**config.mk**
```make
export PLATFORM = sky130hd
export DESIGN_NAME = nbgu_mul
export DESIGN_NICKNAME = d
export VERILOG_FILES = /design/src/sv/nbgu_mul.sv
export SDC_FILE = /design/constraint.sdc
export NUM_CORES = 1
export LEC_CHECK = 0
export BUFFER_PORTS_ARGS = -buffer_cell sky130_fd_sc_hd__buf_2
export CAP_MARGIN = 20
export CORE_ASPECT_RATIO = 1.2
export CORE_UTILIZATION = 50
export DETAILED_ROUTE_END_ITERATION = 8
export PLACE_DENSITY = 0.85
export SYNTH_ARGS = -nofsm -noshare
export SYNTH_HDL_FRONTEND = slang
export SYNTH_SLANG_ARGS = --single-unit
```
**constraint.sdc**
```tcl
create_clock -name clock -period 5.7 [get_ports clock]
set_clock_uncertainty 0.2 [all_clocks]
set_input_delay 0.285 -clock clock [delete_from_list [all_inputs] [get_ports clock]]
set_output_delay 0.285 -clock clock [all_outputs]
set_load 0.01 [all_outputs]
```
**src/sv/nbgu_mul.sv**
```systemverilog
// ----------------------------------------------------------------------------
// nbgu_mul: bit-serial unsigned multiplier
// 128 x 64 shift-add multiplier, one multiplier bit per cycle.
// ----------------------------------------------------------------------------
module nbgu_mul (
   input  logic         clock,
   input  logic         reset,
   input  logic         start,
   input  logic [127:0] a,
   input  logic [63:0]  b,
   output logic         done,
   output logic [191:0] prod
);

   logic [127:0] a_ff;
   logic [127:0] acc_ff;
   logic [63:0]  lo_ff;
   logic [5:0]   cnt_ff;
   logic         busy_ff;
   logic         done_ff;
   logic [128:0] sum;

   // add the multiplicand when the low multiplier bit is set
   assign sum = {1'b0, acc_ff} + (lo_ff[0] ? {1'b0, a_ff} : 129'd0);

   // control
   always_ff @(posedge clock) begin
      if (reset) begin
         busy_ff <= 1'b0;
         done_ff <= 1'b0;
         cnt_ff  <= 6'd0;
      end else begin
         done_ff <= 1'b0;
         if (start) begin
            busy_ff <= 1'b1;
            cnt_ff  <= 6'd0;
         end else if (busy_ff) begin
            cnt_ff <= cnt_ff + 6'd1;
            if (cnt_ff == 6'd63) begin
               busy_ff <= 1'b0;
               done_ff <= 1'b1;
            end
         end
      end
   end

   // shift the partial product right one bit per cycle
   always_ff @(posedge clock) begin
      if (start) begin
         a_ff   <= a;
         acc_ff <= 128'd0;
         lo_ff  <= b;
      end else if (busy_ff) begin
         acc_ff <= sum[128:1];
         lo_ff  <= {sum[0], lo_ff[63:1]};
      end
   end

   assign done = done_ff;
   assign prod = {acc_ff, lo_ff};

endmodule

```
## After elaboration in Yosys (flattened, before gate mapping)

Cells that the tools add are included.

| storage, ports and cells | value |
|---|---|
| logic and storage cells | 20 |
| flip-flop bits (word level) | 328 |
| output and inout port bits | 193 |

| operators by class | value |
|---|---|
| eq/ne operators | 1 |
| multiplexer cells | 7 |
| reduce and logical (&&, ||, !) cells | 3 |
| add/sub/neg operators | 2 |
| bitwise operators | 1 |

Operators with widths:

| cell | number |
|---|---|
| adder 128 x 128 -> 129 bit | 1 |
| two-way mux 128 bit | 1 |
| two-way mux 64 bit | 2 |
| adder 6 x 1 -> 6 bit (second input constant) | 1 |
| == test 6 bit (second input constant) | 1 |
| two-way mux 1 bit | 4 |
| OR reduction 3 bit | 1 |
| nonzero test 2 bit | 1 |
| OR reduction 2 bit | 1 |
| inverter 1 bit | 1 |

## Logic depth before layout (Yosys ltp)

| depth | value |
|---|---|
| word-level depth | 4 |
| gate-level depth with buffers | 17 |
| gate-level depth less buffers | 15 |

## Least setup slack after synthesis

No wires, ideal clock.

| timing path | value |
|---|---|
| kind | reg-to-reg |
| start point | register lo_ff[0] |
| end point | register acc_ff[95] |
| clock period less this slack | 4139 ps |
| setup time | 128 ps |
| stages on the path, launching flop included | 17 |
| data arrival time | 3810 ps |
| path slack | 1561 ps |
| buffers on the path | 2 |
| path through | edfxtp_1 > clkbuf_1 > clkbuf_1 > and2_1 > ha_1 > fa_1 > a21o_1 > a221o_1 > a21oi_1 > nor2_1 > or3_1 > a221o_1 > a31oi_1 > o41ai_1 > a21oi_1 > xor2_1 > o21ai_0 |

| on the way | value |
|---|---|
| cells in the longest elaborated chain, start to end | 2 |

RTL lines:

| item | line | source |
|---|---|---|
| start, declared | 17 | `logic [63:0] lo_ff;` |
| start signal, assigned | 55 | `lo_ff <= {sum[0], lo_ff[63:1]};` |
| two-way mux 128 bit | 24 | `assign sum = {1'b0, acc_ff} + (lo_ff[0] ? {1'b0, a_ff} : 129'd0);` |
| adder 128 x 128 -> 129 bit | 24 |  |
| end signal, assigned | 54 | `acc_ff <= sum[128:1];` |
| end, declared | 16 | `logic [127:0] acc_ff;` |

Every way passes these cells.
A chain may end at the register's enable or synchronous reset.

## Final worst setup path

| timing path | value |
|---|---|
| start point | register lo_ff[0] |
| end point | register acc_ff[117] |

Same word-level chain as after synthesis.

==> metrics.md <==
| Metric | Value |
|---|---|
| Top FF cell, synth | edfxtp_1 |
| Largest net degree at the start of global routing | 104 |
| Worst Path Max Fanout | 86 |
| Reg2reg path depth | 15 |
| Status | completed |
| Final WL | 68,300 um |
| Setup TNS | 0 ns |
| Slew @ Worst Pin | around 0.98 ns |
| Slew headroom | 34.4% |
| TritonCTS clock tree | yes |
| WP data arrival | 5.01 ns |
| Synthesized instance count | around 2,200 |
| Post-Syn Area | just over 20,000 um2 |
| Num rows | 80 |
| Global-route wire length before repair | 104,000 um |
| Worst setup path endpoint | acc_ff[117] |
| Syn_area_per_cell | approximately 9.4 um2 |
| Max Fclk | ~210 MHz |
| Crit path time final | 4.79 ns |
| Reg2reg end | acc_ff[117] |
| Synth unique cells | slightly above 80 |
| Gr ovfl total | 0 |
| Yosys reg bits | 328 |
| Vias in the first global route | 19,300 |
| R2R setup slack | roughly 0.9 ns |
| Power Dens Cells | 272 nW/um2 |
| Post-CTS Resized | 0 |
| Worst path required time | 5.92 ns |
| Placer Congestion | 1.00 |
| Port buffer count | 387 |
| Post-synthesis mux area share | under 10% |
| Final ANT Viol Nets | 0 |
| Kind of critical path | reg -> reg |
| Area Growth Syn to Fin | 26.9% |
| Clock Path Buffers | 3 |
| DR vias | ~19,000 |
| Area of the multi-input gates | around 11,000 um2 |
| Filler instances | 3,117 |
| Number of H-tree levels | 2 |
| Fin cells | 3,234 |
| Initial Util | 50.9% |
| Type of the worst min-delay path | in -> reg |
| Pleak | between 10 and 15 nW |
| RSZ-0062 raised after global routing | no |
| Core Area | 39,900 um2 |
| Post-synth net total | 2,487 |
| Worst Setup SP | lo_ff[0] |
| Clock Latency Late Sink | 0.57 ns |
| Placed insts | just under 3,000 |
| Synth Area in Compound Gates | 18.1% |
| Post-synth EDFFs | between 150 and 200 |
| Die area | 41,500 um2 |
| Type of destination of the critical path | register |
| R2R Path Start | lo_ff[0] |
| Max-cap violation count | 0 |
| DP HPWL | 48,400 um |
| Final period util | 84.0% |
| Ports | 388 |
| Die X | between 150 and 200 um |
| Total CTS buffers | 36 |
| Routed wire length per instance | 21.1 um |
| Worst vdd ir | roughly 300 uV |
| Setup violators final | 0 |
| Clock Pin Slew Worst Setup and Hold Paths | approximately 0.070 ns |
| Post-Synth Adder-Cell Area | 8.03% |
| Largest family of logic cells by synthesized area | compound AO/OA/AOI/OAI gates |
| CP startpoint kind | register |
| Share of cells above drive strength 1 | around a fifth |
| CTS sink count | 328 |
| Via-per-instance ratio | 5.83 |
| Nets | roughly 3,000 |
| Count of final hold-check violations | 0 |
| Pins Over Slew Limit | 0 |
| Flip-flop and latch area | ~8500 um2 |
| DRT Pass-1 Iters | 6 |
| Gr usage total | 32.5% |
| Initial antenna violation count | 1 |
| Synth Area in Simple Gates | 16.6% |
| Die H | ~220 um |
| Sequential element share of the synthesized area | approximately two fifths |
| DRC Markers | 0 |
| Xor/xnor share of the synthesized area | 5.38% |
| Root buf cell | clkbuf_16 |
| Post-synth ARST share | 0% |
| Number of synthesis warnings | 0 |
| 1st-iter DRT viols | 1,363 |
==> flip-flops by register name, indices dropped and copies added (netlist names) <==
signal,count
cnt_ff,6
lo_ff,64
busy_ff,1
a_ff,128
acc_ff,128
done,1
==> cell families after synthesis <==
logic type	count (synthesis)
AOI/OAI and AO/OA	586
xor gates and xnor gates	125
adders and majority gates	130
buffers and inverters	165
DFF	328
muxes	136
and+or+nand+nor	692
==> routing by layer <==
metal / track usage [%] / share of wire [%] / up-vias
li1: - / - / 8885
met3: 6.11 / 7.0 / 201
met1: 36.5 / 38 / 8972
met2: 57.5 / 50 / 804
met5: 0 / 0 / -
met4: 17.3 / 5.4 / 0
==> cells in the mapped netlist, drive strengths merged, types with 55 or more instances <==
| cell type | n | area share [%] |
|---|---|---|
| mux2i | 72 | 3.5 |
| mux2 | 64 | 3.5 |
| and2 | 131 | 4.0 |
| o21ai | 157 | 3.9 |
| a21oi | 212 | 5.2 |
| xnor2 | 70 | 3.0 |
| dfxtp | 136 | 13 |
| clkbuf | 108 | 2.0 |
| nor2 | 191 | 3.5 |
| xor2 | 55 | 2.4 |
| ha | 129 | 7.9 |
| nand2 | 193 | 3.6 |
| nand4 | 70 | 2.2 |
| edfxtp | 192 | 28 |
==> placed cells by master, fill, tap and decap left out, types with 17 or more instances in the layout <==
| cell | n |
|---|---|
| a21o_1 | 40 |
| mux2_2 | 64 |
| a21oi_1 | 212 |
| nor3_1 | 29 |
| xor2_1 | 55 |
| nand2_1 | 193 |
| ha_1 | 129 |
| dfxtp_1 | 135 |
| xnor2_1 | 70 |
| nand4_1 | 69 |
| inv_1 | 45 |
| mux2i_1 | 72 |
| and2_1 | 131 |
| edfxtp_1 | 192 |
| buf_2 | 386 |
| nor2b_1 | 17 |
| clkbuf_16 | 37 |
| nor2_1 | 190 |
| o21bai_1 | 41 |
| dlygate4sd3_1 | 194 |
| o21ai_0 | 145 |
==> worst min path at each step <==
| stage | startpoint | to | slack (ns) | cells past startpoint |
|---|---|---|---|---|
| 4_1_cts | a[34] | a_ff[34] | 0.20 | 2 |
| 6_report | a[13] | a_ff[13] | 0.23 | 2 |
| 2_1_floorplan | reset | busy_ff | 0.16 | 1 |
| 5_1_grt | a[25] | a_ff[25] | 0.23 | 2 |
| 3_5_place_dp | reset | busy_ff | 0.26 | 2 |
| 3_3_place_gp | reset | busy_ff | 0.26 | 2 |
==> stage by stage <==
step / hold WS (ns) / cell area [um2] / total power [mW] / setup WS, ns / util, %
after floorplan: 0.157 / 20300 / 3.88 / 1.56 / -
after global placement: 0.261 / 22600 / 4.38 / 1.08 / 56.6
after detailed placement: 0.262 / 22600 / 4.41 / 1.05 / 56.6
after CTS: 0.202 / 25800 / 7.00 / 1.04 / 64.6
after global routing: 0.228 / 25800 / 7.29 / 0.666 / 64.6
final: 0.225 / 25800 / 7.03 / 0.911 / 64.6
==> layout make-up <==
cell class                 instances  area share [%]
multi-input combinational       1669            43.5
sequential                       328            32.9
timing repair buffer             593            15.5
clock buffer                      47            3.96
tap                              533            2.58
clock inverter                    17           0.877
inverter                          46           0.669
antenna                            1         0.00969
==> power by group <==
group,internal (mW),leakage [nW],switching (mW),total [mW]
Clock,1.50,0.594,1.00,2.50
Combinational,0.686,7.27,0.959,1.64
Sequential,2.73,3.01,0.150,2.88
Total,4.92,10.9,2.11,7.03
==> worst max-delay path: stages, from the launching register on <==
cell and delay (ns):
edfxtp_1 0.51, buf_12 0.25, and2_1 0.20, ha_1 0.40, nand2_1 0.29, nor4b_2 0.42
nand2b_1 0.12, a21oi_1 0.20, nand4_1 0.16, and3_4 0.26, a31oi_2 0.33, a41oi_2 0.34
o41ai_2 0.46, a21o_1 0.25, xnor2_1 0.13, o21ai_0 0.09
==> repair_timing <==
item | in CTS | in global routing
hold buffers | 194 | 0
setup buffers | 0 | 0
endpoints found under the hold margin | 241 | 0
(Power assumes the default switching activity.)
