`src/sv/nbgu_div.sv`:
```
// ----------------------------------------------------------------------------
// nbgu_div: bit-serial restoring divider
// 128-bit dividend by 64-bit divisor, one quotient bit per cycle.
// ----------------------------------------------------------------------------
module nbgu_div (
   input  logic         clock,
   input  logic         reset,
   input  logic         start,
   input  logic [127:0] num,
   input  logic [63:0]  den,
   output logic         done,
   output logic [127:0] quo
);

   logic [127:0] num_ff;
   logic [63:0]  rem_ff;
   logic [63:0]  den_ff;
   logic [6:0]   cnt_ff;
   logic         busy_ff;
   logic         done_ff;
   logic [64:0]  trial;
   logic [64:0]  diff;
   logic         ge;

   // next partial remainder and trial subtract
   assign trial = {rem_ff, num_ff[127]};
   assign diff  = trial - {1'b0, den_ff};
   assign ge    = trial >= {1'b0, den_ff};

   // control
   always_ff @(posedge clock) begin
      if (reset) begin
         busy_ff <= 1'b0;
         done_ff <= 1'b0;
         cnt_ff  <= 7'd0;
      end else begin
         done_ff <= 1'b0;
         if (start) begin
            busy_ff <= 1'b1;
            cnt_ff  <= 7'd0;
         end else if (busy_ff) begin
            cnt_ff <= cnt_ff + 7'd1;
            if (cnt_ff == 7'd127) begin
               busy_ff <= 1'b0;
               done_ff <= 1'b1;
            end
         end
      end
   end

   // dividend shifts out at the top, quotient bits shift in at the bottom
   always_ff @(posedge clock) begin
      if (start) begin
         num_ff <= num;
         rem_ff <= 64'd0;
         den_ff <= den;
      end else if (busy_ff) begin
         rem_ff <= ge ? diff[63:0] : trial[63:0];
         num_ff <= {num_ff[126:0], ge};
      end
   end

   assign done = done_ff;
   assign quo  = num_ff;

endmodule

```
`config.mk`:
```
export PLATFORM = sky130hd
export DESIGN_NAME = nbgu_div
export DESIGN_NICKNAME = d
export VERILOG_FILES = /design/src/sv/nbgu_div.sv
export SDC_FILE = /design/constraint.sdc
export NUM_CORES = 1
export LEC_CHECK = 0
export BUFFER_PORTS_ARGS = -buffer_cell sky130_fd_sc_hd__buf_2
export CAP_MARGIN = 30
export CELL_PAD_IN_SITES_DETAIL_PLACEMENT = 0
export CELL_PAD_IN_SITES_GLOBAL_PLACEMENT = 1
export CORE_AREA = 8 8 205 207
export DETAILED_ROUTE_END_ITERATION = 10
export DIE_AREA = 0 0 213 215
export PLACE_DENSITY_LB_ADDON = 0.2
export SLEW_MARGIN = 25
export SYNTH_ARGS = -nofsm -noshare
export SYNTH_HDL_FRONTEND = slang
export SYNTH_SLANG_ARGS = --single-unit
export TNS_END_PERCENT = 10
```
`constraint.sdc`:
```
create_clock -name clock -period 4.2 [get_ports clock]
set_clock_uncertainty 0.15 [all_clocks]
set_input_delay 0.84 -clock clock [delete_from_list [all_inputs] [get_ports clock]]
set_output_delay 0.84 -clock clock [all_outputs]
set_load 0.005 [all_outputs]
```
After elaboration in Yosys (flattened, before gate mapping)
Cells that the tools add are included.
{"block": "classes", "n_bitwise": 1, "n_mux": 7, "n_addsub": 2, "n_reduce_logical": 3, "n_lt_le_gt_ge": 1, "n_eq_ne": 1}
{"cell": "$mux W128", "n": 2}
{"cell": "$ge A65 B64 Y1", "n": 1}
{"cell": "$mux W64", "n": 1}
{"cell": "$sub A64 B64 Y64", "n": 1}
{"cell": "$add A7 B1 Y7 const B", "n": 1}
{"cell": "$eq A7 B7 Y1 const B", "n": 1}
{"cell": "$mux W1", "n": 4}
{"cell": "$reduce_or A3 Y1", "n": 1}
{"cell": "$reduce_bool A2 Y1", "n": 1}
{"cell": "$reduce_or A2 Y1", "n": 1}
{"cell": "$not A1 Y1", "n": 1}
{"block": "totals", "elab_cells": 21, "output_inout_bits": 129, "in_bits": 195, "reg_bits": 265}

Longest topological paths before layout
Gate-level depths: netlist of the first run.
{"block": "depth", "depth_word": 4, "mapped_depth": 15}

Worst setup path after synthesis of the first run
No wires, ideal clock.
{"block": "synth_path", "kind": "input-to-reg", "start": "in start", "end": "reg num_ff[0], in the netlist quo[0], enable pin", "path_stages": 3, "setup_ns": 0.480, "t_arrival_ns": 3.765, "setup_slack_ns": -0.195, "path_buffers": 1, "t_required_ns": 3.570, "cell_sequence": "clkbuf_1 nor2_1 inv_1"}
{"block": "synth_between", "elab_chain_cells": 1}
{"element": "from (decl)", "line_no": "8", "rtl": "input logic start,"}
{"element": "$reduce_bool A2 Y1 (no source line)"}
{"element": "to (signal assigned)", "line_no": "54", "rtl": "num_ff <= num;"}
{"element": "to (signal assigned)", "line_no": "59", "rtl": "num_ff <= {num_ff[126:0], ge};"}
{"element": "to (decl)", "line_no": "15", "rtl": "logic [127:0] num_ff;"}
No other way between the ends.
A chain may end at the register's enable or synchronous reset.

Final worst setup path of the first run
{"block": "layout_path", "start": "reg den_ff[1]", "end": "reg rem_ff[40]"}
{"block": "layout_between", "elab_chain_cells": 2, "word_cells_on_any_way": 3, "cone_classes": "1 x add/sub; 1 x order compare; 1 x mux"}
{"element": "from (decl)", "line_no": "17", "rtl": "logic [63:0] den_ff;"}
{"element": "from (signal assigned)", "line_no": "56", "rtl": "den_ff <= den;"}
{"element": "$sub A64 B64 Y64 / $ge A65 B64 Y1 (equally long branches)", "line_no": "27, 28"}
{"element": "$mux W64 (*)", "line_no": "58", "rtl": "rem_ff <= ge ? diff[63:0] : trial[63:0];"}
{"element": "to (signal assigned)", "line_no": "58"}
{"element": "to (decl)", "line_no": "16", "rtl": "logic [63:0] rem_ff;"}
Every way passes the cells marked *; elsewhere a longest branch is shown, timed or not.

==> metrics.txt, run 1 <==
Hold Crit Depth 1; hpwl dp 34,100 um; initial antenna violation count 18; YS warnings 0; Total GRT Usage about a fifth; Sink Count roughly 270; critical path startpoint category flip-flop; Final setup viols 0; Setup CP Type flip-flop to flip-flop; DRT Pass-1 Iters 5; Inst Count DP between 2,000 and 2,500; Hold EP den_ff[27]; Power Density about 430 nW/um2; Max Root-Sink Buffers 3; Non-Filler Instances ~2,200; sequential-to-total area share from yosys stat about half; syn nets between 1,500 and 2,000; drc violations 0; commonest non-fill, non-tap cells in the layout buf_2 (322), edfxtp_1 (192), nand2_1 (173); CTS tree yes; DRT Wirelength around 45,000 um; # hold bufs at CTS 0; top cells by area, synth edfxtp_1 (40%), dfxtp_1 (10%), mux2_2 (9.9%); required time of the critical path between 4 and 5 ns; Port Buffers 323; WL/cell ~20 um; H-tree depth 1; most common cell after layout, fill and taps aside buf_2; crit path time final between 3 and 4 ns; Yosys cell types 67; Die Height between 200 and 250 um; Slew @ Worst Pin 0.776 ns; post-layout util roughly 45%; setup TNS 0 ns; number of CTS-inserted buffers 31; vias in the first global route between 10,000 and 15,000; FF+latch count, synth around 270; via count 11,700; clk_lat worst skew 0.59 ns; Ports 324; status finished clean; Final Hold Violating Endpoints 0; via/cell ratio about 5.2; relative slew slack between 40 and 50%; HP Class input pin to flip-flop; fmax approximately 0.26 GHz; Max-Cap Viols 0; Yosys top cell by area edfxtp_1; Synth top area share slightly below 40%; grt total ovfl 0; Iteration-0 DRC Markers 702; Initial Util a little under two fifths; r2r startpoint den_ff[1]; pin count of the biggest net entering global routing ~130; worst-case reg-to-reg path depth 13; Final Max Slew Viols 0; Resized Gates After CTS 0; crit path capture type flip-flop; Worst R2R Setup Slack 0.34 ns; Post-CTS Setup Repair Bufs 0; die area approximately 46,000 um2; first-pass GRT wire length roughly 70,000 um; Die Width around 210 um; placer congestion estimate 0.830; Clk pin slew, worst setup/hold paths 0.06 ns; # rows 73; fin nets between 1,500 and 2,000; Antenna Nets Post-Route 0; Synth Flop Type edfxtp_1; Post-Syn Area between 10,000 and 15,000 um2; Area Growth Syn to Fin 21.4%; CP Max Fanout 18; worst reg2reg path endpoint rem_ff[40]; Post-synth EDFFs ~190; async set or reset register ratio after synthesis 0%; Post-DP Area about 17,000 um2; Hold Crit Start den[27]; core area ~39,000 um2; syn_area_per_cell around 10 um2; RSZ-0062 raised after global routing false; period utilization 91.8%; Syn Inst Count between 1,000 and 1,500; Max VDD drop around 0.00034 V; fin area about 18,000 um2; Root Buffer clkbuf_16; share of post-route cells with drive strength above 1 around 31%; CP arrival 4.21 ns; Static Leak 7.37 nW
-- through the flow --
step                      hold slack [ns]  setup slack (ns)  total power, mW
final                               0.271             0.343             7.56
after floorplan                     0.303             0.114             4.29
after global routing                0.234            0.0375             7.95
after global placement              0.320             0.356             4.86
after detailed placement            0.338             0.276             4.86
after CTS                           0.226             0.295             7.67
-- power by group --
part / total (mW) / internal [mW] / switching [mW]
Sequential: 3.23 / 3.09 / 0.144
Combinational: 1.57 / 0.662 / 0.909
Clock: 2.76 / 1.65 / 1.11
Total: 7.56 / 5.40 / 2.16
-- worst max path at each step --
| stage | cells after the start | end | slack (ns) | start |
|---|---|---|---|---|
| finish | 13 | rem_ff[40] | 0.34 | den_ff[1] |
| global route | 13 | rem_ff[40] | 0.04 | den_ff[1] |
| CTS | 13 | rem_ff[40] | 0.29 | den_ff[1] |
| detailed placement | 13 | rem_ff[40] | 0.28 | den_ff[1] |
| global placement | 13 | rem_ff[40] | 0.36 | den_ff[1] |
| floorplan | 3 | quo[0] | 0.11 | start |
-- cells in the mapped netlist (3+ instances only) --
master,n
a211o_1,4
a211oi_1,7
a21boi_0,5
a21o_1,27
a21oi_1,89
a311oi_1,51
a31oi_1,10
a32oi_1,4
a41oi_1,3
and2_1,5
and3_1,5
and4_1,3
buf_2,22
buf_4,6
clkbuf_1,47
dfxtp_1,73
edfxtp_1,192
ha_1,65
inv_1,84
mux2_2,128
mux2i_1,6
nand2_1,174
nand2b_1,9
nand3_1,14
nand4_1,22
nor2_1,108
nor2b_1,4
nor3_1,17
nor3b_1,5
nor4_1,4
o211ai_1,7
o21a_1,7
o21ai_0,53
o21ai_1,7
o21bai_1,13
o22ai_1,3
o31ai_1,4
or2_2,5
or3_1,8
xnor2_1,35
xor2_1,23
-- kinds of logic (layout without fill, tap and decap cells) --
logic type / count (synthesis) / in the layout / synth area share (%)
compound gates: 316 / 316 / 14.5
xor+xnor: 58 / 58 / 3.48
fa+ha+maj: 66 / 66 / 5.72
buf+inv: 162 / 479 / 4.57
flops: 265 / 265 / 49.6
mux: 134 / 134 / 10.3
other cells: 0 / 4 / 0
simple gates: 389 / 389 / 11.8
-- layer usage --
metal,vias up,part of all wire (%),GRT usage (%)
met5,-,0.37,0
met4,26,1.8,3.87
met3,77,8.2,6.84
met2,311,47,31.8
met1,5612,42,24.1
li1,5694,-,-
-- sequential cells by signal, indices dropped and copies added, names as in the netlist --
register	cells
den_ff	64
rem_ff	64
quo	128
cnt_ff	7
done	1
busy_ff	1
-- critical path: stages (launching register included) --
cell	delay (ns)
edfxtp_1	0.39
inv_1	0.06
ha_1	0.36
nand2b_1	0.10
a21oi_1	0.24
o21ai_1	0.17
a21oi_1	0.45
o21ai_2	0.18
a211oi_4	0.34
o21ai_2	0.12
nand2_2	0.36
buf_4	0.32
o311ai_0	0.24
a311oi_1	0.29
-- area by class of cell --
type | instances | area, um2
Inverter | 84 | 319
Sequential cell | 265 | 7230
Antenna cell | 4 | 10.0
Clock buffer | 49 | 863
Fill cell | 3772 | 21300
Tap cell | 525 | 657
Clock inverter | 9 | 160
Multi-Input combinational cell | 963 | 6690
Timing Repair Buffer | 337 | 1770
Note: power is estimated with default switching activity, not from simulation.
==> run 2: changes to the inputs <==
Settings changed: ABC_AREA from default to 1, CORE_AREA 8 8 205 207 to 8 8 228 230, DIE_AREA 0 0 213 215 to 0 0 236 238.
==> metrics.txt, run 2 <==
worst reg2reg path endpoint rem_ff[9] (was rem_ff[40]); most common cell after layout, fill and taps aside nand2_1 (was buf_2); Non-Filler Instances 3,419 (was 2,236); Hold Crit Start den[53] (was den[27]); Psw 1.82 mW (was 2.16 mW); Root Buffer clkbuf_16 (unchanged); Max VDD drop 0.000334 V (was 0.000345 V); Power Density 332 nW/um2 (was 427 nW/um2); most frequent cells after synthesis nand2_1 (1,103), inv_1 (422), edfxtp_1 (192), nand3_1 (138), nor2_1 (111) (was edfxtp_1 (192), nand2_1 (174), mux2_2 (128), nor2_1 (108), a21oi_1 (89)); period utilization 72.6% (was 91.8%); DRT Pass-1 Iters 5 (unchanged); Final Max Slew Viols 0 (unchanged); HP Class input pin to flip-flop (unchanged); DRT Wirelength 61,000 um (was 45,000 um); fmax 0.328 GHz (was 0.259 GHz); Iteration-0 DRC Markers 997 (was 702); Clk pin slew, worst setup/hold paths 0.05 ns (was 0.06 ns); via/cell ratio 4.68 (was 5.24); WL/cell 17.8 um (was 20.1 um); Hold EP den_ff[53] (was den_ff[27]); r2r startpoint den_ff[51] (was den_ff[1]); grt total ovfl 0 (unchanged); Sink Count 265 (unchanged); crit path time final 3.05 ns (was 3.86 ns); relative slew slack 28.0% (was 48.2%); Crit. Startpoint den_ff[51] (was den_ff[1]); Inst Count DP 3,353 (was 2,174); drc violations 0 (unchanged); die area 56,200 um2 (was 45,800 um2); fin nets 3,028 (was 1,943); Yosys cell types 40 (was 67); max reg flops 128 (unchanged); via count 16,000 (was 11,700); Post-synth EDFFs 192 (unchanged); sequential-to-total area share from yosys stat 42.2% (was 49.6%); Antenna Nets Post-Route 0 (unchanged); Syn Inst Count 2,456 (was 1,390); # rows 81 (was 73); first-pass GRT wire length 93,900 um (was 70,300 um); most frequent cell after synthesis nand2_1 (was edfxtp_1); Area Growth Syn to Fin 19.3% (was 21.4%); critical path startpoint category flip-flop (unchanged); pin count of the biggest net entering global routing 194 (was 129); Synth Flop Type edfxtp_1 (unchanged); CTS tree yes (unchanged); Yosys top cell by area edfxtp_1 (unchanged); share of post-route cells with drive strength above 1 16.8% (was 30.7%); clock power share 41.7% (was 36.5%); top cells by area, synth edfxtp_1 (34%), nand2_1 (24%), inv_1 (9.3%) (was edfxtp_1 (40%), dfxtp_1 (10%), mux2_2 (9.9%)); Internal 4.95 mW (was 5.40 mW); required time of the critical path 4.52 ns (was 4.55 ns); setup TNS 0 ns (unchanged); CP arrival 3.37 ns (was 4.21 ns); Slew @ Worst Pin 1.08 ns (was 0.776 ns); crit path capture type flip-flop (unchanged); async set or reset register ratio after synthesis 0% (unchanged); status finished clean (unchanged); Die Height 238 um (was 215 um); Ports 324 (unchanged); number of CTS-inserted buffers 34 (was 31); Sw Share 26.9% (was 28.6%); # hold bufs at CTS 0 (unchanged); Setup CP Type flip-flop to flip-flop (unchanged); Port Buffers 323 (unchanged); core area 48,300 um2 (was 39,000 um2); Die Width 236 um (was 213 um); Max Root-Sink Buffers 3 (unchanged); YS warnings 0 (unchanged); clk_lat worst skew 0.56 ns (was 0.59 ns); Total GRT Usage 21.4% (was 19.3%); vias in the first global route 16,100 (was 12,200); H-tree depth 2 (was 1); Flop pwr share 46.1% (was 42.7%); Final Hold Violating Endpoints 0 (unchanged); Hold Crit Depth 1 (unchanged); combinational share of power 12.2% (was 20.8%); syn_area_per_cell 6.97 um2 (was 10.5 um2); placer congestion estimate 0.956 (was 0.830); Initial Util 35.4% (was 37.4%); worst-case reg-to-reg path depth 14 (was 13); syn nets 2,717 (was 1,651); Synth top area share 33.7% (was 39.6%); Post-CTS Setup Repair Bufs 0 (unchanged); Max-Cap Viols 0 (unchanged); Final setup viols 0 (unchanged); hpwl dp 48,700 um (was 34,100 um); commonest non-fill, non-tap cells in the layout nand2_1 (1,103), inv_1 (420), buf_2 (322) (was buf_2 (322), edfxtp_1 (192), nand2_1 (173)); Overall Power 6.77 mW (was 7.56 mW); FF+latch count, synth 265 (unchanged); CP Max Fanout 36 (was 18); RSZ-0062 raised after global routing false (unchanged); Post-Syn Area 17,100 um2 (was 14,600 um2); Resized Gates After CTS 0 (unchanged); Worst R2R Setup Slack 1.15 ns (was 0.34 ns); initial antenna violation count 13 (was 18); Static Leak 11.0 nW (was 7.37 nW)
[run 2: cell types whose count changed in the layout (fill, tap and decap cells not counted), sizes merged, moves of 14 or more]
cell | before | now
xor2 | 23 | 3
nand3 | 14 | 150
clkinv | 3 | 17
mux2 | 128 | 0
o21ai | 62 | 45
inv | 84 | 445
nor2 | 108 | 132
a21o | 27 | 0
nand3b | 0 | 36
a311oi | 51 | 0
nand2 | 174 | 1120
a21oi | 89 | 51
[run 2: per-layer routing]
metal | track usage (%) | wire length (um)
met2 | 35.5 | 28100
met3 | 6.18 | 4800
met4 | 6.10 | 1560
met1 | 26.9 | 26500
met5 | 0 | 92
[run 2: power groups by stage]
stage / registers, mW / clock network [mW] / logic (mW)
floorplan: 3.17 / 0 / 0.409
global placement: 3.17 / 0 / 0.840
detailed placement: 3.17 / 0 / 0.840
CTS: 3.13 / 2.93 / 0.841
global route: 3.14 / 3.01 / 0.932
finish: 3.12 / 2.83 / 0.825
[run 2: how the worst max path moves through the flow]
stage,end,depth (start not counted),slack (ns)
after floorplan,quo[0],4,0.62
after global placement,rem_ff[59],16,1.12
after detailed placement,rem_ff[13],14,1.09
after CTS,rem_ff[9],14,1.07
after global routing,rem_ff[3],14,0.92
final,rem_ff[9],14,1.15
[run 2: kinds of logic after synthesis]
logic type               count (synthesis)  share of synthesized area [%]
AND/OR/NAND/NOR                       1478                           36.2
buffers and inverters                  508                           11.8
flip-flops                             265                           42.2
AO/OA/AOI/OAI                          108                           3.35
adder cells (fa/ha/maj)                 66                           4.87
XOR/XNOR                                31                           1.59
[run 2: critical path, stage by stage (launching register included)]
cell      delay, ns
edfxtp_1       0.32
inv_1          0.04
ha_1           0.35
nand2_1        0.19
inv_2          0.04
a21oi_1        0.23
nor2_1         0.08
o21ai_1        0.22
nand3_4        0.13
nor2_8         0.33
nand2_4        0.30
buf_12         0.27
nand2_1        0.09
nand3_1        0.06
o21ai_1        0.10
[run 2: metrics by stage]
step | util, % | hold slack [ns] | area, um2 | worst slack [ns]
final | 42.3 | 0.305 | 20400 | 1.15
after global routing | 42.2 | 0.279 | 20400 | 0.917
after CTS | 42.2 | 0.271 | 20400 | 1.07
after detailed placement | 40.0 | 0.308 | 19300 | 1.09
after global placement | 40.0 | 0.306 | 19300 | 1.12
after floorplan | - | 0.294 | 17100 | 0.622
[run 2: final cells by class]
type | instances | area, um2
inverter | 447 | 1680
timing repair buffer | 336 | 1770
clock inverter | 16 | 133
clock buffer | 46 | 946
fill | 5233 | 27900
multi-input combinational | 1683 | 7880
antenna | 4 | 10.0
sequential | 265 | 7230
tap | 622 | 778
